<file path="src/hw/rtl/nnto_pkg.sv">
// nnto_pkg: shared types and constants for the nearest-neighbor tour order block
// used by nnto_cell and nearest_neighbor_tour_order; no dependencies
`default_nettype none

package nnto_pkg;

  localparam int unsigned COORD_W = 16;
  localparam int unsigned SQ_W    = 2 * COORD_W;
  localparam int unsigned DIST_W  = SQ_W + 1;
  localparam int unsigned VIDX_W  = 4;

  // input word: one point of the list
  typedef struct packed {
    logic signed [COORD_W-1:0] point_x;
    logic signed [COORD_W-1:0] point_y;
    logic                      last_point;
  } point_in_t;

  // output word: one tour entry
  typedef struct packed {
    logic [VIDX_W-1:0] visit_index;
    logic              last_visit;
  } visit_out_t;

  // running minimum handed from cell to cell
  typedef struct packed {
    logic                      have;
    logic [DIST_W-1:0]         dsq;
    logic signed [COORD_W-1:0] x;
    logic signed [COORD_W-1:0] y;
  } nnto_tok_t;

endpackage

`default_nettype wire

</file>
<file path="src/hw/rtl/nnto_cell.sv">
// nnto_cell: one point slot of the search chain; holds a point, its visit state
// and its distance to the current point, and passes on the running minimum
// depends on nnto_pkg
`default_nettype none

module nnto_cell
  import nnto_pkg::*;
#(
  parameter int unsigned IDX_W    = 4,
  parameter int unsigned CELL_IDX = 0
) (
  input  wire logic                      clk_i,
  input  wire logic                      rst_ni,
  input  wire logic                      clr_i,
  input  wire logic                      wr_en_i,
  input  wire logic [IDX_W-1:0]          wr_idx_i,
  input  wire logic signed [COORD_W-1:0] wr_x_i,
  input  wire logic signed [COORD_W-1:0] wr_y_i,
  input  wire logic                      mark_en_i,
  input  wire logic [IDX_W-1:0]          mark_idx_i,
  input  wire logic signed [COORD_W-1:0] cur_x_i,
  input  wire logic signed [COORD_W-1:0] cur_y_i,
  input  wire nnto_tok_t                 tok_i,
  input  wire logic [IDX_W-1:0]          idx_i,
  output nnto_tok_t                      tok_o,
  output logic [IDX_W-1:0]               idx_o
);

  localparam logic [IDX_W-1:0] MyIdx = IDX_W'(CELL_IDX);

  logic signed [COORD_W-1:0] x_q, y_q;
  logic                      loaded_q, visited_q;
  logic [COORD_W-1:0]        dx_q, dy_q;
  logic [SQ_W-1:0]           dx2_q, dy2_q;
  logic [DIST_W-1:0]         dist_q;
  logic signed [COORD_W:0]   diff_x, diff_y;
  logic [COORD_W:0]          abs_x, abs_y;
  logic                      take_own;
  nnto_tok_t                 tok_d, tok_q;
  logic [IDX_W-1:0]          idx_d, idx_q;

  // point storage
  always_ff @(posedge clk_i) begin
    if (wr_en_i && wr_idx_i == MyIdx) begin
      x_q <= wr_x_i;
      y_q <= wr_y_i;
    end
  end

  // slot state: loaded and visited; a mark wins over a write
  always_ff @(posedge clk_i or negedge rst_ni) begin
    if (!rst_ni) begin
      loaded_q  <= 1'b0;
      visited_q <= 1'b0;
    end else if (clr_i) begin
      loaded_q  <= 1'b0;
      visited_q <= 1'b0;
    end else begin
      if (wr_en_i && wr_idx_i == MyIdx) begin
        loaded_q <= 1'b1;
      end
      if (mark_en_i && mark_idx_i == MyIdx) begin
        visited_q <= 1'b1;
      end else if (wr_en_i && wr_idx_i == MyIdx) begin
        visited_q <= 1'b0;
      end
    end
  end

  // absolute coordinate differences
  always_comb begin
    diff_x = {cur_x_i[COORD_W-1], cur_x_i} - {x_q[COORD_W-1], x_q};
    diff_y = {cur_y_i[COORD_W-1], cur_y_i} - {y_q[COORD_W-1], y_q};
    abs_x  = diff_x[COORD_W] ? (COORD_W+1)'(-diff_x) : diff_x;
    abs_y  = diff_y[COORD_W] ? (COORD_W+1)'(-diff_y) : diff_y;
  end

  // squared distance, three register stages
  always_ff @(posedge clk_i) begin
    dx_q   <= abs_x[COORD_W-1:0];
    dy_q   <= abs_y[COORD_W-1:0];
    dx2_q  <= dx_q * dx_q;
    dy2_q  <= dy_q * dy_q;
    dist_q <= {1'b0, dx2_q} + {1'b0, dy2_q};
  end

  // running minimum; on a tie the lower index upstream keeps it
  always_comb begin
    take_own = loaded_q && !visited_q && (!tok_i.have || dist_q < tok_i.dsq);
    if (take_own) begin
      tok_d.have = 1'b1;
      tok_d.dsq  = dist_q;
      tok_d.x    = x_q;
      tok_d.y    = y_q;
      idx_d      = MyIdx;
    end else begin
      tok_d = tok_i;
      idx_d = idx_i;
    end
  end

  always_ff @(posedge clk_i or negedge rst_ni) begin
    if (!rst_ni) begin
      tok_q <= '0;
      idx_q <= '0;
    end else begin
      tok_q <= tok_d;
      idx_q <= idx_d;
    end
  end

  assign tok_o = tok_q;
  assign idx_o = idx_q;

endmodule

`default_nettype wire

</file>
<file path="config.mk">
export PLATFORM = sky130hd
export DESIGN_NAME = nnto_cell
export DESIGN_NICKNAME = d
export VERILOG_FILES = /design/src/hw/rtl/nnto_pkg.sv /design/src/hw/rtl/nnto_cell.sv
export SDC_FILE = /design/constraint.sdc
export NUM_CORES = 1
export LEC_CHECK = 0
export BUFFER_PORTS_ARGS = -buffer_cell sky130_fd_sc_hd__buf_2
export CORE_UTILIZATION = 30
export CTS_CLUSTER_DIAMETER = 200
export DETAILED_ROUTE_END_ITERATION = 6
export GPL_TIMING_DRIVEN = 0
export PLACE_DENSITY = 0.46
export SYNTH_ARGS = -nofsm -noshare
export SYNTH_HDL_FRONTEND = slang
export SYNTH_SLANG_ARGS = --single-unit
</file>
<file path="constraint.sdc">
create_clock -name clk_i -period 6 [get_ports clk_i]
set_clock_uncertainty 0.1 [all_clocks]
set_input_delay 1.8 -clock clk_i [delete_from_list [all_inputs] [get_ports clk_i]]
set_output_delay 1.8 -clock clk_i [all_outputs]
set_load 0.01 [all_outputs]
</file>
Word-level counts from Yosys, hierarchy flattened
Index checks and enable logic that the tools add are counted.
Widths: inputs -> output; s select.

word-level totals
  flip-flop bits (word level) = 233
  input bits = 147
  output and inout port bits = 70
  word-level logic and storage cells = 42

cells by class
  add/subtract/negate cells = 5
  multiply operators = 2
  magnitude comparators = 1
  muxes and demuxes = 9
  reduce and logical (&&, ||, !) cells = 11

operators with widths
  kind               number
  $mux 66            1
  $mul 16x16->32     2
  $sub 16x16->17     2
  $add 32x32->33     1
  $lt 33x33->1       1
  $mux 16            2
  $neg 16->16        2
  $logic_not 4->1    2
  $mux 1             5
  $logic_and 1x1->1  4
  $mux 4             1
  $reduce_bool 3->1  1
  $logic_not 1->1    2
  $reduce_bool 2->1  1
  $logic_or 1x1->1   1

Depth between registers and ports, before layout
Gate-level depths: netlist of run 1.

  depth after elaboration = 5
  gate-level depth with buffers = 26
  mapped depth without buffers = 25

Worst setup path after synthesis of run 1
No wires, ideal clock.

  path type = reg-to-reg
  start point = reg dy_q[9]
  end point = reg dy2_q[31]
  setup time = 0.127 ns
  arrival = 6.126 ns
  data required time = 5.773 ns
  path slack = -0.353 ns
  cell stages (with the launch flop) = 26
  path buffers = 1
  clock period less this slack = 6.353 ns
  path through = dfxtp_1 > clkbuf_1 > and2_1 > inv_1 > fa_1 > inv_1 > fa_1 > inv_1 > fa_1 > inv_1 > fa_1 > fa_1 > inv_1 > fa_1 > inv_1 > ha_1 > and3_1 > nor2b_1 > a21oi_1 > nand2_1 > a221o_1 > a31o_2 > a211oi_1 > nor2_1 > a221oi_1 > xnor2_1

between the ends
  word-level cells in the longest chain between the ends = 1

RTL lines
  element                   RTL line         RTL
  start: declaration        nnto_cell.sv:33  logic [COORD_W-1:0] dx_q, dy_q;
  start signal: assignment  nnto_cell.sv:81  dy_q <= abs_y[COORD_W-1:0];
  $mul 16x16->32            nnto_cell.sv:83  dy2_q <= dy_q * dy_q;
  end signal: assignment    nnto_cell.sv:83
  end: declaration          nnto_cell.sv:34  logic [SQ_W-1:0] dx2_q, dy2_q;

No other way between the ends.
A chain may end at the register's enable or synchronous reset.

Worst setup path in the final report of run 1
  start point = reg dy_q[4]
  end point = reg dy2_q[29]

Same word-level chain as after synthesis.

==> flow_summary_export.csv, run 1 <==
group,metric,value,unit
yosys,yosysWarningCount,0,
route,viasPerCell,4.55,
yosys,synth_top_cells_by_area,"fa_1 (26%), ha_1 (15%), dfxtp_1 (10%)",
cts,ctsHtreeMaxLevel,1,
global_route,track_usage,0.156,
worst_hold_path,hp-class,"flip-flop to flip-flop",
route,postRouteAntennaNets,0,
timing,post-route-period-util,1.07,
cells_and_area,instances_no_fill,3980,
worst_setup_path,rr_startpoint,"dy_q[4]$_DFF_P_",
yosys,yosys.area_share.simple,0.104,
worst_setup_path,critical_path.max_fanout,7,
yosys,synth_flop_cell,"dfxtp_1",
cts,clock_path_buffers,3,
yosys,synthMuxAreaShare,0.0318,
cells_and_area,nFillCells,8191,
cells_and_area,area_growth,22.8,%
cts,cts_tree,"yes",
yosys,synth-async-reset-ratio,0.312,
placed_design,dp_hpwl,52500,µm
timing,fin_ws,-0.436,ns
timing,finalMaxSlewViolations,0,
worst_setup_path,start_kind,"flip-flop",
yosys,yosysTopAreaCellShare,0.264,
route,drt_iter0_markers,663,
yosys,synth_area,0.0247,mm²
placed_design,io_buffers,216,
route,wl_per_cell,16.1,µm
timing,finalSetupViolCount,8,
yosys,synth-seq-cells,231,
yosys,synth_cell_types,72,
cts,worstSkewPairLatency,0.60,ns
yosys,ys_top_cells_by_count,"inv_1 (591), fa_1 (326), ha_1 (303), nand2_1 (188), dfxtp_1 (127)",
global_route,grt_start_max_net_pins,53,
die,die_area,0.0836,mm²
timing,hold_violations,0,
route,drtPass1Iterations,5,
cells_and_area,fin_nets,3672,
placed_design,dp.cells,3840,
die,fp.dieW,289,µm
yosys,synth_most_common_cell,"inv_1",
die,ios,217,
cts,path_clk_slew,0.06,ns
timing,slew_headroom,0.373,
route,drt-total-wl,64000,µm
yosys,synthCells,2563,
yosys,synth_top_family_by_area,"adder cells",
outcome,status,"complete, but fails checks",
cts,cts-root-buf,"clkbuf_16",
die,core,0.0811,mm²
global_route,grt_pass1_vias,19500,
cells_and_area,register_area,0.00540,mm²
yosys,syn_nets,3339,
worst_setup_path,cp.arrival,6.82,ns
route,drcViolationCount,0,
job,cap_viol_max_count,0,
cts,cts-buffers-inserted,29,
route,vias,18100,
die,start_util,0.305,
outcome,failed_checks,"setup timing",
worst_setup_path,reg2reg_slack,-0.44,ns
worst_setup_path,startpoint,"dy_q[4]$_DFF_P_",
timing,post-route-min-period,6.44,ns
global_route,antenna_found_initial,4,
cts,hold_buffers,0,
placed_design,gp_congestion,0.837,
worst_setup_path,crit_required,6.38,ns
cts,clkSinkCount,231,
yosys,yosysTopAreaCell,"fa_1",
worst_setup_path,timing.rr.end,"dy2_q[29]$_DFF_P_",
yosys,avgSynthCellArea,9.65,µm²
die,fp.dieH,289,µm
worst_setup_path,endpoint,"dy2_q[29]$_DFF_P_",
yosys,synth_compound_area_frac,0.0850,
yosys,synth-edff-count,32,
timing,fmax,155,MHz
global_route,grt_pass1_wl,102000,µm
worst_setup_path,critPathKind,"flip-flop to flip-flop",
worst_setup_path,cp-end-kind,"flip-flop",
die,std_cell_rows,104,
timing,tightest_slew,0.941,ns
yosys,yosysSeqAreaShare,0.215,
global_route,grt.overflow.total,0,
worst_setup_path,r2r_cells,24,
cells_and_area,drive_above_1_share,0.225,
cells_and_area,multi_input_area,0.0178,mm²
yosys,yosys.area_share.adder,0.417,
yosys,synth_xor_xnor_area_share,0.0496,
timing,rsz0062_at_grt,"yes",
-- per-layer routing --
layer / wire length, µm / part of all wire / vias to the layer above / GRT usage
met5: 27 / 0.00042 / - / 0
met4: 820 / 0.013 / 4 / 0.0208
met2: 29100 / 0.45 / 359 / 0.255
met3: 3130 / 0.049 / 55 / 0.0280
met1: 30900 / 0.48 / 8924 / 0.218
li1: - / - / 8748 / -
-- flip-flops by register name, summed over array words and instances, names as in the netlist --
name and cells:
idx_o 4, dy_q 16, dy2_q 31, dx2_q 31, dist_q 33, y_q 16, visited_q 1, tok_o 66
dx_q 16, loaded_q 1, x_q 16
-- cell families (layout without fill, tap and decap cells) --
family	after synthesis	count (layout)
buffers and inverters	644	1000
adder cells (fa/ha/maj)	629	629
AND/OR/NAND/NOR	536	536
AO/OA/AOI/OAI	313	313
flip-flops	231	231
XOR/XNOR	140	140
multiplexers	70	70
other	0	1
-- through the flow --
| stage | setup WS, ns | area [µm²] | hold WS [ns] | setup TNS (ns) | util |
|---|---|---|---|---|---|
| 4_1_cts | -0.316 | 29800 | 0.367 | -0.938 | 0.368 |
| 5_1_grt | -0.655 | 30400 | 0.386 | -4.19 | 0.374 |
| 3_3_place_gp | -1.56 | 27300 | 0.349 | -61.15 | 0.337 |
| 3_5_place_dp | -1.53 | 27300 | 0.354 | -60.55 | 0.337 |
| 6_report | -0.436 | 30400 | 0.361 | -1.94 | 0.375 |
| 2_1_floorplan | -0.00315 | 24900 | 0.254 | -0.00315 | - |
-- repair_timing --
| item | 4_1_cts | 5_1_grt |
|---|---|---|
| gates cloned | 3 | 0 |
| setup buffers | 58 | 28 |
| pin swaps | 78 | 77 |
| setup endpoints to repair | 63 | 43 |
| resized for setup | 235 | 93 |
-- worst max-delay path, cell delays in order (launching register included) --
cell	delay [ns]
dfxtp_4	0.38
clkbuf_16	0.17
and2_4	0.15
fa_1	0.56
inv_2	0.04
fa_1	0.49
inv_2	0.04
fa_1	0.47
fa_1	0.51
fa_1	0.51
inv_1	0.05
fa_1	0.54
inv_2	0.06
ha_4	0.24
and3_4	0.15
nor2b_4	0.13
a21oi_4	0.13
nand2_2	0.08
a221o_1	0.37
a31o_4	0.28
a211oi_4	0.31
buf_4	0.16
o31a_1	0.15
o21bai_1	0.08
xor2_1	0.14
-- cell usage in the layout, fill, tap and decap left out, drive strengths merged, types with 19 or more instances in the layout --
cell type / n
a21o: 56
inv: 592
dfxtp: 127
clkbuf: 83
xnor2: 98
dfrtp: 72
nor3: 26
mux2: 68
buf: 310
nand2: 188
edfxtp: 32
nor2: 117
and2: 79
nor2b: 25
o21ai: 46
fa: 326
a21oi: 88
ha: 303
nand2b: 21
nand3: 19
xor2: 42
-- worst min-delay path by stage --
stage	slack (ns)	depth (start not counted)	end	from
after detailed placement	0.35	1	dist_q[0]$_DFF_P_	dx2_q[0]$_DFF_P_
after global routing	0.39	1	dist_q[0]$_DFF_P_	dx2_q[0]$_DFF_P_
final	0.36	1	dist_q[0]$_DFF_P_	dx2_q[0]$_DFF_P_
after floorplan	0.25	0	dy2_q[0]$_DFF_P_	dy_q[0]$_DFF_P_
after CTS	0.37	1	dist_q[0]$_DFF_P_	dx2_q[0]$_DFF_P_
after global placement	0.35	1	dist_q[0]$_DFF_P_	dx2_q[0]$_DFF_P_
-- area by class of cell --
type,instances,share of cell area
Tap cell,1060,0.0437
Sequential cell,231,0.178
Antenna cell,1,0.0000824
Multi-Input combinational cell,1688,0.586
Timing Repair Buffer,306,0.0615
Clock inverter,16,0.00536
Inverter,591,0.0734
Buffer,49,0.0253
Clock buffer,38,0.0270
Power of run 1 is left out: the tool's default activity adds up to more than one toggle a clock period on the data nets, which glitch-free logic cannot reach.
==> inputs of run 2 (changes only) <==
--- a/config.mk
+++ b/config.mk
@@ -6,11 +6,13 @@
 export NUM_CORES = 1
 export LEC_CHECK = 0
 export BUFFER_PORTS_ARGS = -buffer_cell sky130_fd_sc_hd__buf_2
+export CELL_PAD_IN_SITES_DETAIL_PLACEMENT = 2
+export CELL_PAD_IN_SITES_GLOBAL_PLACEMENT = 2
 export CORE_UTILIZATION = 30
 export CTS_CLUSTER_DIAMETER = 200
 export DETAILED_ROUTE_END_ITERATION = 6
 export GPL_TIMING_DRIVEN = 0
-export PLACE_DENSITY = 0.46
+export PLACE_DENSITY = 0.67
 export SYNTH_ARGS = -nofsm -noshare
 export SYNTH_HDL_FRONTEND = slang
 export SYNTH_SLANG_ARGS = --single-unit
==> run 2 against run 1 <==
- the run still ends with setup timing left
- global-route usage grew 2.9 points
- via count grew 3.4%
- critical path depth is 1 lower
- core utilization grew 0.077 points
- worst hold slack improved by 0.0086 ns
- first-iteration DRC count decreased by 40%
==> flow_summary_export.csv, run 2 (same netlist as run 1, synthesis figures left out) <==
group,metric,value,unit
die,ios,217,
timing,fmax,156,MHz
global_route,grt.overflow.total,0,
cells_and_area,final_core_util,0.375,
timing,holdWs,0.370,ns
worst_setup_path,cp-end-kind,"flip-flop",
route,postRouteAntennaNets,0,
global_route,grt_pass1_vias,22200,
cells_and_area,largest_register_ff_count,66,
global_route,grt_start_max_net_pins,51,
global_route,track_usage,0.185,
timing,hold_violations,0,
die,fp.dieH,289,µm
timing,rsz0062_at_grt,"yes",
worst_hold_path,hp-class,"flip-flop to flip-flop",
timing,slew_headroom,0.348,
timing,finalSetupViolCount,14,
route,wl_per_cell,19.0,µm
route,viasPerCell,4.68,
route,drcViolationCount,0,
worst_setup_path,cp.arrival,6.87,ns
cells_and_area,nFillCells,8823,
worst_setup_path,critPathKind,"flip-flop to flip-flop",
route,drt-total-wl,76000,µm
worst_setup_path,cpPeakStageDelay,0.52,ns
cells_and_area,layout_common_cells,"inv_1 (560), fa_1 (314), ha_1 (280)",
worst_setup_path,path_common_cell,"fa_1",
timing,tightest_slew,0.978,ns
cts,cts_tree,"yes",
placed_design,io_buffers,216,
cells_and_area,final_common_cell,"inv_1",
cts,worstSkewPairLatency,0.63,ns
worst_setup_path,reg2reg_slack,-0.42,ns
worst_setup_path,timing.rr.end,"dy2_q[31]$_DFF_P_",
worst_hold_path,holdPathStages,1,
worst_setup_path,cp_cell_sequence,"clkbuf_8, and2_1, fa_1, inv_1, fa_1, inv_1, fa_1, fa_1, fa_1, inv_1, fa_1, inv_1, ha_4, and3_4, nor2b_4, a21oi_4, nand2_4, a221o_1, a31o_4, a211oi_4, nor2_2, a221oi_2, xnor2_1",
worst_setup_path,critPathBufInv,5,
route,vias,18700,
cts,path_clk_slew,0.06,ns
cts,cts-buffers-inserted,30,
cts,clkSinkCount,231,
cells_and_area,register_area,0.00541,mm²
die,die_area,0.0836,mm²
die,core,0.0811,mm²
cells_and_area,multi_input_area,0.0178,mm²
job,cap_viol_max_count,0,
worst_hold_path,whs_endpoint,"dist_q[0]$_DFF_P_",
route,drt_iter0_markers,399,
cells_and_area,fin_nets,3688,
cts,clock_path_buffers,3,
timing,fin_tns_setup,-2.45,ns
die,std_cell_rows,104,
worst_setup_path,r2r_cells,23,
die,fp.dieW,289,µm
cells_and_area,area_growth,23.0,%
worst_setup_path,critical_path.max_fanout,10,
cts,ctsHtreeMaxLevel,1,
worst_setup_path,crit_slowest_cell,"fa_1",
timing,fin_ws,-0.417,ns
worst_hold_path,hold_path.startpoint,"dx2_q[0]$_DFF_P_",
placed_design,gp_congestion,0.817,
cts,cts-root-buf,"clkbuf_16",
timing,post-route-min-period,6.42,ns
global_route,antenna_found_initial,9,
cells_and_area,drive_above_1_share,0.230,
timing,post-route-period-util,1.07,
global_route,grt_pass1_wl,120000,µm
timing,finalMaxSlewViolations,0,
worst_setup_path,crit_family,"adder cells",
worst_setup_path,rr_startpoint,"dy_q[10]$_DFF_P_",
worst_setup_path,crit_required,6.46,ns
die,start_util,0.305,
outcome,status,"complete, but fails checks",
placed_design,dp_hpwl,62300,µm
route,drtPass1Iterations,4,
placed_design,post-place-ws,-1.77,ns
worst_setup_path,start_kind,"flip-flop",
outcome,failed_checks,"setup timing",
run 2: cell count changes in the layout (fill, tap and decap cells not counted), sizes merged:
cell	before	now
buf	310	331
clkbuf	83	78
clkinv	8	10
bufinv	2	1
clkinvlp	5	6
inv	592	591
run 2: worst max path at each step:
stage / startpoint / endpoint / slack [ns] / cells past startpoint
6_report: dy_q[10]$_DFF_P_ / dy2_q[31]$_DFF_P_ / -0.42 / 23
5_1_grt: dy_q[3]$_DFF_P_ / dy2_q[31]$_DFF_P_ / -0.67 / 24
4_1_cts: dy_q[1]$_DFF_P_ / dy2_q[31]$_DFF_P_ / -0.39 / 27
3_5_place_dp: dx_q[4]$_DFF_P_ / dx2_q[28]$_DFF_P_ / -1.77 / 22
3_3_place_gp: dx_q[4]$_DFF_P_ / dx2_q[28]$_DFF_P_ / -1.64 / 22
2_1_floorplan: dy_q[11]$_DFF_P_ / dy2_q[31]$_DFF_P_ / -0.003 / 22
run 2: final cells by class:
class                      count  area share
antenna                        1   0.0000823
sequential                   231       0.178
inverter                     591      0.0734
clock buffer                  39      0.0274
timing repair buffer         323      0.0649
buffer                        47      0.0234
clock inverter                17     0.00502
tap                         1060      0.0436
multi-input combinational   1688       0.584
run 2: metrics by stage:
step / area, µm² / instances
floorplan: 24900 / 2563
global placement: 27300 / 3839
detailed placement: 27300 / 3840
CTS: 29900 / 3964
global route: 30400 / 3996
finish: 30400 / 3997
run 2: layer usage:
metal / GRT usage / vias to the layer above / wire length (µm)
met4: 0.0362 / 12 / 1510
met2: 0.332 / 329 / 37900
met5: 0 / - / 71
li1: - / 8762 / -
met3: 0.0306 / 100 / 3670
met1: 0.233 / 9505 / 32800
run 2: worst register-to-register path: cells and delay by family (launching register included):
kind	cells	cell delay, ns
AO/OA/AOI/OAI	5	1.39
flip-flops	1	0.37
adder cells (fa/ha/maj)	7	3.27
XOR/XNOR	1	0.15
buffers and inverters	5	0.43
AND/OR/NAND/NOR	5	0.63
run 2: what timing repair did:
| action | 4_1_cts | 5_1_grt |
|---|---|---|
| buffers inserted | 71 | 35 |
| resized for setup | 240 | 99 |
| setup endpoints to repair | 44 | 30 |
| pin swaps | 81 | 103 |
| hold buffers | 0 | 0 |
Power of run 2 is left out for the same reason.
==> inputs of run 3 (changes only) <==
--- a/config.mk
+++ b/config.mk
@@ -5,14 +5,16 @@
 export SDC_FILE = /design/constraint.sdc
 export NUM_CORES = 1
 export LEC_CHECK = 0
+export ABC_AREA = 1
 export BUFFER_PORTS_ARGS = -buffer_cell sky130_fd_sc_hd__buf_2
 export CELL_PAD_IN_SITES_DETAIL_PLACEMENT = 2
 export CELL_PAD_IN_SITES_GLOBAL_PLACEMENT = 2
-export CORE_UTILIZATION = 30
+export CORE_UTILIZATION = 34
 export CTS_CLUSTER_DIAMETER = 200
 export DETAILED_ROUTE_END_ITERATION = 6
 export GPL_TIMING_DRIVEN = 0
-export PLACE_DENSITY = 0.67
+export MAX_ROUTING_LAYER = met4
+export PLACE_DENSITY = 0.79
 export SYNTH_ARGS = -nofsm -noshare
 export SYNTH_HDL_FRONTEND = slang
 export SYNTH_SLANG_ARGS = --single-unit
==> run 3 against run 2 <==
- global-route usage is 5.9 points higher
- synthesized cell count is 33% higher
- cell count grew 18%
- non-clock buffer count decreased by 89
- sequential share of layout area shrank 0.31 points
- first-iteration DRC count rose by 54%
- via count is 22% higher
- register-to-register slack better by 0.57 ns
- the run ends with capacitance limit left
- worst hold slack lost 0.10 ns
- critical path depth fell by 4
- fmax is 9.7% higher
==> flow_summary_export.csv, run 3 <==
group,metric,value,unit
timing,fin_ws,0.152,ns
global_route,grt_pass1_vias,26800,
route,drt-total-wl,92800,µm
die,std_cell_rows,102,
outcome,status,"complete, but fails checks",
worst_setup_path,path_common_cell,"fa_1",
placed_design,gp_congestion,0.879,
cts,clock_path_buffers,3,
worst_setup_path,start_kind,"flip-flop",
die,start_util,0.345,
route,wl_per_cell,19.7,µm
die,fp.dieH,283,µm
yosys,yosysWarningCount,0,
timing,finalSetupViolCount,0,
route,viasPerCell,4.85,
route,dr_wl_met2,48100,µm
yosys,yosysTopAreaCell,"fa_1",
worst_setup_path,crit_required,6.35,ns
yosys,synth_area,0.0268,mm²
yosys,synth-seq-cells,231,
yosys,synth_top_cells_by_area,"fa_1 (24%), ha_1 (14%), nand2_1 (12%)",
outcome,failed_checks,"capacitance limit",
timing,post-route-period-util,0.975,
worst_setup_path,cp.arrival,6.20,ns
timing,finalMaxSlewViolations,0,
route,drt_iter0_markers,615,
timing,slew_headroom,0.00177,
cells_and_area,register_area,0.00536,mm²
timing,rsz0062_at_grt,"yes",
global_route,grt.overflow.total,0,
yosys,ys_top_cells_by_count,"nand2_1 (840), inv_1 (820), fa_1 (326), ha_1 (303), nand3_1 (166)",
global_route,grt_pass1_wl,147000,µm
global_route,track_usage,0.244,
yosys,yosysTopAreaCellShare,0.244,
placed_design,io_buffers,216,
route,met1_length,39500,µm
route,drtPass1Iterations,5,
timing,tightest_slew,1.49,ns
cells_and_area,fin_nets,4416,
placed_design,post-place-ws,-1.04,ns
cts,clkSinkCount,231,
cells_and_area,area_growth,14.7,%
cts,hold_buffers,0,
cts,worstSkewPairLatency,0.59,ns
cells_and_area,final_common_cell,"nand2_1",
job,cap_viol_max_count,1,
cts,postCtsSetupBuffers,0,
worst_hold_path,hp-class,"flip-flop to flip-flop",
worst_setup_path,crit_slowest_cell,"fa_1",
yosys,syn_nets,4186,
cts,ctsHtreeMaxLevel,1,
global_route,grt_start_max_net_pins,46,
cells_and_area,drive_above_1_share,0.116,
cells_and_area,layout_common_cells,"nand2_1 (831), inv_1 (819), fa_1 (324)",
die,fp.dieW,283,µm
route,postRouteAntennaNets,0,
worst_setup_path,cp-end-kind,"flip-flop",
cts,path_clk_slew,0.06,ns
worst_setup_path,cpPeakStageDelay,0.55,ns
timing,post-route-min-period,5.85,ns
die,core,0.0777,mm²
cells_and_area,multi_input_area,0.0183,mm²
cells_and_area,largest_register_ff_count,66,
route,vias,22800,
yosys,synthCells,3410,
worst_setup_path,cp_cell_sequence,"clkbuf_8, clkbuf_8, nand2_1, fa_1, fa_1, inv_1, fa_1, fa_1, fa_1, inv_1, fa_1, inv_1, ha_2, nand3_1, nor3_2, nand4_1, nand3_4, a21oi_2, xor2_1",
timing,holdWs,0.265,ns
yosys,avgSynthCellArea,7.85,µm²
route,highest_layer,"met4",
cts,cts-root-buf,"clkbuf_16",
global_route,antenna_found_initial,9,
cells_and_area,nFillCells,8957,
yosys,yosysSeqAreaShare,0.198,
die,ios,217,
timing,fmax,171,MHz
timing,hold_violations,0,
route,drcViolationCount,0,
placed_design,dp_hpwl,78700,µm
yosys,synth_cell_types,42,
yosys,synth_most_common_cell,"nand2_1",
route,wl_met3,3650,µm
worst_setup_path,critical_path.max_fanout,10,
cts,cts-buffers-inserted,30,
die,die_area,0.0799,mm²
worst_setup_path,critPathKind,"flip-flop to flip-flop",
yosys,synth-async-reset-ratio,0.312,
cts,cts_tree,"yes",
yosys,synth_flop_cell,"dfxtp_1",
yosys,synth-edff-count,32,
## run 3: cell count changes after synthesis, sizes merged, moves of 22 or more
cell / previous run / this run
inv: 591 / 820
and2: 79 / 5
nor2b: 25 / 0
nand2: 188 / 851
xor2: 42 / 82
nor2: 117 / 157
nand3: 19 / 168
o21ai: 46 / 73
xnor2: 98 / 40
a21o: 56 / 13
clkbuf: 49 / 71
a21oi: 88 / 151
mux2: 68 / 0
## run 3: cells by family after synthesis
kind of cell,after synthesis,share of synthesized area
AND/OR/NAND/NOR,1247,0.190
buffers and inverters,903,0.129
adder cells (fa/ha/maj),629,0.385
AO/OA/AOI/OAI,278,0.0572
flip-flops,231,0.198
XOR/XNOR,122,0.0399
## run 3: timing repair
action | 4_1_cts | 5_1_grt
pin swaps | 0 | 5
setup endpoints to repair | 45 | 34
resized for setup | 125 | 92
## run 3: final timing paths
check | from | to | slack, ns | cells after the start
setup / recovery | dy_q[11]$_DFF_P_ | dy2_q[28]$_DFF_P_ | 0.15 | 19
hold / removal | dy_q[0]$_DFF_P_ | dy2_q[0]$_DFF_P_ | 0.26 | 0
setup reg to reg | dy_q[11]$_DFF_P_ | dy2_q[28]$_DFF_P_ | 0.15 | 19
hold reg to reg | dy_q[0]$_DFF_P_ | dy2_q[0]$_DFF_P_ | 0.26 | 0
max in group asynchronous | rst_ni | tok_o[14]$_DFF_PN0_ | 4.15 | 2
min in group asynchronous | rst_ni | tok_o[41]$_DFF_PN0_ | 1.05 | 1
## run 3: per-layer routing
layer / vias to the layer above / track usage
li1: 10800 / -
met1: 11500 / 0.286
met2: 442 / 0.446
met3: 95 / 0.0327
met4: 0 / 0.0434
met5: - / -
## run 3: worst max-delay path: cells and delay by family (launching register included)
family	cells	cell delay [ns]
xor+xnor	1	0.15
buf+inv	5	0.56
compound gates	1	0.07
fa+ha+maj	7	3.49
simple gates	5	0.94
flops	1	0.38
## run 3: layout make-up
| class | count | area share |
|---|---|---|
| buffer | 64 | 0.0179 |
| antenna | 7 | 0.000571 |
| timing repair buffer | 217 | 0.0362 |
| clock buffer | 42 | 0.0282 |
| inverter | 820 | 0.100 |
| clock inverter | 14 | 0.00534 |
| multi-input combinational | 2276 | 0.595 |
| tap | 1040 | 0.0424 |
| sequential | 231 | 0.175 |
## run 3: stage by stage
stage | setup TNS [ns] | utilization | cell area (µm²) | cells
floorplan | 0 | - | 26800 | 3410
global placement | -20.39 | 0.375 | 29200 | 4666
finish | 0 | 0.395 | 30700 | 4711
CTS | 0 | 0.392 | 30500 | 4705
global route | -0.153 | 0.395 | 30700 | 4709
detailed placement | -26.34 | 0.376 | 29200 | 4667
Power of run 3 is left out for the same reason.
